$ cat src/hdl/acm_pkg.sv
// Package of the audio chunk level meter: codes, state types, constants.
// Used by the top level and by the shared arithmetic unit.
package acm_pkg;

	localparam int HistDepth = 1024;
	localparam int HistAw = 10;
	localparam logic [12:0] MAX_CHUNK = 13'd4096;
	localparam logic [10:0] HIST_DEPTH_W = 11'd1024;
	localparam logic signed [15:0] DB_FLOOR = -16'sd25600;
	localparam logic [26:0] DB_GAIN = 27'd101008905;
	localparam logic [27:0] LOG_FULL = 28'd251658240;
	localparam logic [14:0] DB_MAG_MAX = 15'd25600;

	typedef enum logic [1:0] {
		OP_SAMPLE = 2'd0,
		OP_EMPTY  = 2'd1,
		OP_CLEAR  = 2'd2,
		OP_READ   = 2'd3
	} op_t;

	typedef enum logic [1:0] {
		CFG_HIST_LIMIT = 2'd0,
		CFG_CLIP_THR   = 2'd1
	} cfg_idx_t;

	typedef enum logic [2:0] {
		ST_IDLE,
		ST_ACC,
		ST_START,
		ST_MATH,
		ST_RDWAIT,
		ST_EMIT
	} state_t;

	typedef enum logic [2:0] {
		M_IDLE,
		M_DIV,
		M_SQRT,
		M_LOG,
		M_DB,
		M_DONE
	} mstate_t;

	typedef struct packed {
		logic        start;
		logic [15:0] peak;
		logic [42:0] sum;
		logic [12:0] count;
	} math_req_t;

	typedef struct packed {
		logic               done;
		logic [15:0]        rms;
		logic signed [15:0] dbfs;
	} math_rsp_t;

	function automatic logic [3:0] floor_log2(input logic [15:0] v);
		logic [3:0] e;
		e = 4'd0;
		for (int i = 1; i < 16; i++) begin
			if (v[i]) e = 4'(i);
		end
		return e;
	endfunction

endpackage

$ cat src/hdl/acm_math.sv
// Shared iterative arithmetic unit: restoring divide, digit-by-digit root
// and squaring log2 with dB scaling. Depends on acm_pkg.
module acm_math import acm_pkg::*; (
	input  logic      clk,
	input  logic      arst_n,
	input  math_req_t req,
	output math_rsp_t rsp
);

	mstate_t     mst_q;
	logic [5:0]  cnt_q;
	logic [12:0] div_q;
	logic [42:0] dq_q;
	logic [13:0] rem_q;
	logic [31:0] sx_q;
	logic [17:0] srem_q;
	logic [15:0] root_q;
	logic [15:0] peak_q;
	logic [3:0]  e_q;
	logic [30:0] m_q;
	logic [23:0] frac_q;
	logic [54:0] dprod_q;
	logic signed [15:0] dbfs_q;
	logic        done_q;

	logic [13:0] div_r;
	logic        div_ge;
	logic [19:0] sq_r;
	logic [19:0] sq_t;
	logic        sq_ge;
	logic [61:0] lprod;
	logic [31:0] lt;
	logic [27:0] lval;
	logic [27:0] dval;
	logic [55:0] dround;
	logic [15:0] dmag;
	logic [3:0]  e_in;

	always_comb begin
		div_r  = {rem_q[12:0], dq_q[42]};
		div_ge = div_r >= {1'b0, div_q};
		sq_r   = {srem_q, sx_q[31:30]};
		sq_t   = {2'b00, root_q, 2'b01};
		sq_ge  = sq_r >= sq_t;
		lprod  = 62'(m_q) * 62'(m_q);
		lt     = lprod[61:30];
		lval   = {e_q, frac_q};
		dval   = (lval >= LOG_FULL) ? 28'd0 : LOG_FULL - lval;
		dround = {1'b0, dprod_q} + (56'd1 << 39);
		dmag   = dround[55:40];
		e_in   = floor_log2(req.peak);
	end

	always_ff @(posedge clk or negedge arst_n) begin
		if (!arst_n) begin
			mst_q  <= M_IDLE;
			cnt_q  <= '0;
			done_q <= 1'b0;
		end else begin
			done_q <= 1'b0;
			unique case (mst_q)
				M_IDLE: begin
					if (req.start) begin
						mst_q <= M_DIV;
						cnt_q <= 6'd42;
					end
				end
				M_DIV: begin
					cnt_q <= cnt_q - 6'd1;
					if (cnt_q == 6'd0) begin
						mst_q <= M_SQRT;
						cnt_q <= 6'd15;
					end
				end
				M_SQRT: begin
					cnt_q <= cnt_q - 6'd1;
					if (cnt_q == 6'd0) begin
						mst_q <= M_LOG;
						cnt_q <= 6'd23;
					end
				end
				M_LOG: begin
					cnt_q <= cnt_q - 6'd1;
					if (cnt_q == 6'd0) mst_q <= M_DB;
				end
				M_DB: mst_q <= M_DONE;
				M_DONE: begin
					mst_q  <= M_IDLE;
					done_q <= 1'b1;
				end
				default: mst_q <= M_IDLE;
			endcase
		end
	end

	always_ff @(posedge clk) begin
		unique case (mst_q)
			M_IDLE: begin
				if (req.start) begin
					div_q  <= req.count;
					dq_q   <= req.sum;
					rem_q  <= '0;
					peak_q <= req.peak;
					e_q    <= e_in;
					m_q    <= 31'({15'd0, req.peak} << (5'd30 - {1'b0, e_in}));
					frac_q <= '0;
				end
			end
			M_DIV: begin
				if (div_ge) rem_q <= div_r - {1'b0, div_q};
				else rem_q <= div_r;
				dq_q <= {dq_q[41:0], div_ge};
				if (cnt_q == 6'd0) begin
					sx_q   <= {1'b0, dq_q[29:0], div_ge};
					srem_q <= '0;
					root_q <= '0;
				end
			end
			M_SQRT: begin
				if (sq_ge) srem_q <= 18'(sq_r - sq_t);
				else srem_q <= sq_r[17:0];
				root_q <= {root_q[14:0], sq_ge};
				sx_q   <= {sx_q[29:0], 2'b00};
			end
			M_LOG: begin
				frac_q <= {frac_q[22:0], lt[31]};
				m_q    <= lt[31] ? lt[31:1] : lt[30:0];
			end
			M_DB: dprod_q <= 55'(dval) * 55'(DB_GAIN);
			M_DONE: begin
				if (peak_q == 16'd0 || dmag > {1'b0, DB_MAG_MAX}) dbfs_q <= DB_FLOOR;
				else dbfs_q <= -$signed(dmag);
			end
			default: ;
		endcase
	end

	assign rsp.done = done_q;
	assign rsp.rms  = root_q;
	assign rsp.dbfs = dbfs_q;

endmodule

$ cat config.mk
export PLATFORM = sky130hd
export DESIGN_NAME = acm_math
export DESIGN_NICKNAME = d
export VERILOG_FILES = /design/src/hdl/acm_pkg.sv /design/src/hdl/acm_math.sv
export SDC_FILE = /design/constraint.sdc
export NUM_CORES = 2
export LEC_CHECK = 0
export BUFFER_PORTS_ARGS = -buffer_cell sky130_fd_sc_hd__buf_2
export CAP_MARGIN = 20
export CORE_MARGIN = 2
export CORE_UTILIZATION = 65
export CTS_BUF_LIST = sky130_fd_sc_hd__clkbuf_8
export CTS_CLUSTER_DIAMETER = 150
export DETAILED_ROUTE_END_ITERATION = 8
export GPL_TIMING_DRIVEN = 0
export PLACE_DENSITY = 0.8
export SYNTH_ARGS = -nofsm -noshare
export SYNTH_HDL_FRONTEND = slang
export SYNTH_SLANG_ARGS = --single-unit
$ cat constraint.sdc
create_clock -name clk -period 10.27 [get_ports clk]
set_clock_uncertainty 0.2 [all_clocks]
set_input_delay 1.027 -clock clk [delete_from_list [all_inputs] [get_ports clk]]
set_output_delay 1.027 -clock clk [all_outputs]
set_load 0.005 [all_outputs]
* After elaboration in Yosys (flattened, before gate mapping) *
Cells that the tools add are included.

storage, ports and cells
  logic and storage cells = 95
  input port bits = 75
  register bits = 291

operators by class
  add/subtract/negate cells = 7
  $lt $le $gt $ge = 4
  muxes and demuxes = 43
  reductions and logical operators = 14
  shift operators = 1
  eq/ne operators = 9
  multiply operators = 2

operators with widths
  operator                                                               count
  43-bit one-hot mux with 2 select lines                                 1
  32-bit one-hot mux with 2 select lines                                 1
  31-bit by 31-bit multiplier with 62-bit output                         1
  31-bit 2-to-1 mux                                                      2
  31-bit one-hot mux with 2 select lines                                 1
  55-bit by 40-bit adder with 56-bit output, second input constant       1
  28-bit by 27-bit multiplier with 55-bit output, second input constant  1
  4-bit 2-to-1 mux                                                       13
  24-bit one-hot mux with 2 select lines                                 1
  43-bit 2-to-1 mux                                                      1
  18-bit 2-to-1 mux                                                      2
  18-bit one-hot mux with 2 select lines                                 1
  32-bit 2-to-1 mux                                                      1
  16-bit one-hot mux with 2 select lines                                 1
  16-bit by 5-bit left shift with 31-bit output                          1
  28-bit greater-or-equal comparator, second input constant              1
  28-bit 2-to-1 mux                                                      1
  28-bit subtractor, first input constant                                1
  13-bit 2-to-1 mux                                                      2
  13-bit one-hot mux with 2 select lines                                 1
  24-bit 2-to-1 mux                                                      1
  6-bit one-hot mux with 4 select lines                                  1
  20-bit by 18-bit greater-or-equal comparator with 1-bit output         1
  6-bit 2-to-1 mux                                                       3
  24 further kinds                                                       39

* Logic depth before layout (Yosys ltp) *
  depth in word-level cells = 19
  gate-level depth with buffers = 34
  depth with buffers taken out = 30

* Least setup slack after synthesis *
No wires, ideal clock.

  path kind = reg2reg
  start point = register m_q[12]
  end point = register m_q[22] (data pin)
  required time = 9,815 ps
  cell stages (with the launch flop) = 32
  period minus slack after synthesis = 8,433 ps
  slack = 1,837 ps
  setup time = 255 ps
  arrival = 7,978 ps
  path through = edfxtp_1 clkbuf_1 clkbuf_1 nand2_1 inv_1 fa_1 fa_1 fa_1 inv_1 fa_1 inv_1 fa_1 inv_1 fa_1 inv_1 fa_1 inv_1 fa_1 inv_1 ha_1 and3_4 and4_4 a41o_1 o311ai_1 nand4_1 and4b_1 or3_1 buf_2 or2_1 clkbuf_1 o22ai_1 nor2_1

on the way
  cells in the longest elaborated chain, start to end = 3

RTL lines
  item                                            RTL line         source
  start: declaration                              acm_math.sv:20   logic [30:0] m_q;
  start signal: assignment                        acm_math.sv:105  m_q <= 31'({15'd0, req.peak} << (5'd30 - {1'b0, e_in}));
  start signal: assignment                        acm_math.sv:127  m_q <= lt[31] ? lt[31:1] : lt[30:0];
  31-bit by 31-bit multiplier with 62-bit output  acm_math.sv:45   lprod = 62'(m_q) * 62'(m_q);
  31-bit 2-to-1 mux                               acm_math.sv:127
  31-bit one-hot mux with 2 select lines          acm_math.sv:97   unique case (mst_q)

No other way between the ends.
A chain may end at the register's enable or synchronous reset.

* Final worst setup path *
  start point = register m_q[19]
  end point = register m_q[24] (data pin)

The elaborated chain is that of the path after synthesis.

==> flow_metrics.env <==
export IMPL_status="complete, no violations"
export IMPL_clk_latency_ps=620
export IMPL_synth_distinct_cells=88
export IMPL_rows=101
export IMPL_rsz0062_at_grt="false"
export IMPL_r2r_end="m_q[24]"
export IMPL_cellInternalPower_uw=1660
export IMPL_p_leak_uw=0.0281
export IMPL_ant_nets=0
export IMPL_yosysMostFrequentCell="inv_1"
export IMPL_m1WireLength_mm=50.4
export IMPL_pwr_share_clk_pct=42.6
export IMPL_hold_viol=0
export IMPL_synth_seq_cells=252
export IMPL_fin_crit_sh_pct=98.7
export IMPL_required_ps=10420
export IMPL_cts_tree="done"
export IMPL_dr_pass1_iters=6
export IMPL_avgRoutedWirePerCell_um=21.2
export IMPL_wl_met2_mm=63.4
export IMPL_die_x_um=281
export IMPL_num_vias=36800
export IMPL_max_freq_ghz=0.0987
export IMPL_async_reset_ff_share_pct=3.97
export IMPL_avgSynthCellArea_um2=9.65
export IMPL_p_switching_uw=554
export IMPL_h_tree_depth=2
export IMPL_period_minus_slack_ps=10130
export IMPL_layout_drive_gt1_share_pct=6.32
export IMPL_cts_sinks=252
export IMPL_synth_common_cells="1346 x inv_1, 894 x fa_1, 591 x ha_1"
export IMPL_gp_congestion=1.00
export IMPL_ys_warn_count=0
export IMPL_cp_max_fo=10
export IMPL_synth_top_area_share_pct=35.9
export IMPL_drc=0
export IMPL_synth_edf_count=242
export IMPL_vias_per_cell=5.75
export IMPL_hpwl_mm=112
export IMPL_critPathCaptureType="flop"
export IMPL_dr_wl_met3_mm=13.0
export IMPL_cts_hold_buf=0
export IMPL_clk_pin_slew_worst_paths_ps=80
export IMPL_routed_top_layer="met5"
export IMPL_maxSlewViolCount=0
export IMPL_cts_root_buf="clkbuf_8"
export IMPL_antenna_found_initial=7
export IMPL_drt_first_iter_violations=2925
export IMPL_setup_violations_final=0
export IMPL_clockBufferDepth=3
export IMPL_critPathLaunchType="flop"
export IMPL_grt_pass1_vias=39000
export IMPL_ios=108
export IMPL_grt_pass1_wl_mm=212
export IMPL_syn_num_nets=6722
export IMPL_cp_data_arrival_time_ps=10290
export IMPL_power_uw=2220
export IMPL_reg2regPathDepth=25
export IMPL_crit_path_start="m_q[19]"
export IMPL_nets=6892
export IMPL_drv_cap=0
export IMPL_cpMostUsedCell="fa_1"
export IMPL_wl_mm=135
export IMPL_syn_inst=5162
export IMPL_setup_worst_path_class="reg2reg"
export IMPL_core_area_um2=75900
export IMPL_grtUsageTotal_pct=35.5
export IMPL_synth_area_um2=49800
export IMPL_slowest_stage="clkbuf_1"
export IMPL_grt_ovfl_total=0
export IMPL_fin_util_pct=69.6
export IMPL_synth_top_cells_by_area="fa_1 36%, ha_1 15%, edfxtp_1 15%"
export IMPL_die_h_um=281
export IMPL_io_buffer_count=107
export IMPL_cts_buffers=43
export IMPL_ir_drop_mv=0.0849
export IMPL_max_stage_delay_ps=920
export IMPL_start_util_pct=65.6
export IMPL_pwr_share_comb_pct=7.1
export IMPL_pwr_share_seq_pct=50.4
export IMPL_switching_share_pct=25.0
export IMPL_rr_startpoint="m_q[19]"
export IMPL_syn2layout_area_growth_pct=6.20
export IMPL_slew_headroom_pct=13.5
export IMPL_synth_seq_area_share_pct=15.1
export IMPL_r2r_slack_ps=140
export IMPL_ys_flop_type="edfxtp_1"
export IMPL_hold_class="in2async"
export IMPL_synth_area_leader_cell="fa_1"
export IMPL_worst_pin_slew_ps=1300
export IMPL_grt_start_max_net_pins=34
export IMPL_powerDensity_nw_per_um2=41.9
export IMPL_die_area_um2=78800
-- stage by stage --
step / worst slack (ps) / area (µm²) / cells / TNS (ps) / hold WS (ps)
floorplan: 1840 / 49800 / 5162 / 0 / 284
global placement: -1040 / 51600 / 6299 / -24800 / 288
detailed placement: -1010 / 51800 / 6307 / -25140 / 291
CTS: 0.697 / 52700 / 6383 / 0 / 68.0
global route: 0.757 / 52900 / 6395 / 0 / 86.7
finish: 138 / 52900 / 6399 / 0 / 105
-- how the worst max path moves through the flow --
stage          endpoint  slack [ps]  cells past startpoint
2_1_floorplan   m_q[22]        1840                     31
3_3_place_gp    m_q[24]       -1040                     30
3_5_place_dp    m_q[24]       -1010                     30
4_1_cts         m_q[24]         0.7                     29
5_1_grt         m_q[24]         0.8                     27
6_report        m_q[24]         140                     25
-- worst max-delay path, delay by kind of cell, from the launching register on --
family / cells / cell delay, ps
flip-flops: 1 / 560
adder cells (fa/ha/maj): 9 / 4210
AND/OR/NAND/NOR: 5 / 1450
buffers and inverters: 6 / 1670
AO/OA/AOI/OAI: 5 / 1740
-- flip-flops by register name, indices dropped and copies added (netlist names) --
| signal | cells |
|---|---|
| done_q | 1 |
| cnt_q | 6 |
| m_q | 31 |
| root_q | 16 |
| srem_q | 18 |
| dq_q | 43 |
| rem_q | 13 |
| dbfs_q | 16 |
| dprod_q | 16 |
| e_q | 4 |
| div_q | 13 |
| frac_q | 24 |
| sx_q | 32 |
| mst_q | 3 |
| peak_q | 16 |
-- cell type report --
type                       count  area (µm²)
multi-input combinational   3391       36600
fill                        5769       23100
sequential                   252        7520
inverter                    1351        5070
tap                         1030        1290
timing repair buffer         127         807
buffer                       166         723
clock buffer                  45         619
clock inverter                31         239
antenna                        6        15.0
-- layer usage --
layer	GRT usage, %	vias to the layer above
met3	8.15	460
met5	0	-
met2	58.2	1778
met1	43.6	18200
li1	-	16400
met4	19.7	4
-- power by group through the flow --
stage	Clock (µW)	Combinational, µW	Sequential [µW]
after floorplan	0	92.7	1140
final	944	157	1120
after detailed placement	0	150	1140
after global routing	993	166	1120
after global placement	0	150	1140
after CTS	955	151	1120
-- cell families (layout without fill, tap and decap cells) --
family,Yosys count,count (layout),share of synthesized area (%)
other cells,0,6,0
flops,252,252,15.1
xor+xnor,149,149,2.65
fa+ha+maj,1486,1486,50.8
simple gates,1152,1152,11.0
mux,109,109,2.32
buf+inv,1519,1720,11.5
compound gates,495,495,6.63
-- cell usage in the layout (no fill, tap or decap), types with 56 or more instances in the layout --
cell / Yosys / layout
buf_2: 7 / 116
and2_1: 216 / 216
xnor2_1: 91 / 91
ha_1: 591 / 591
fa_1: 894 / 894
edfxtp_1: 242 / 242
mux2i_1: 59 / 59
inv_1: 1346 / 1356
clkbuf_1: 149 / 101
o21ai_0: 86 / 84
a21o_1: 56 / 56
a21oi_1: 128 / 127
xor2_1: 56 / 56
nor2_1: 213 / 211
nand2_1: 468 / 468
-- repair_timing --
item,CTS,global route
setup buffers,0,10
endpoints found under the setup margin,32,36
resized for setup,11,98
pin swaps,0,0
(Power assumes the default switching activity.)
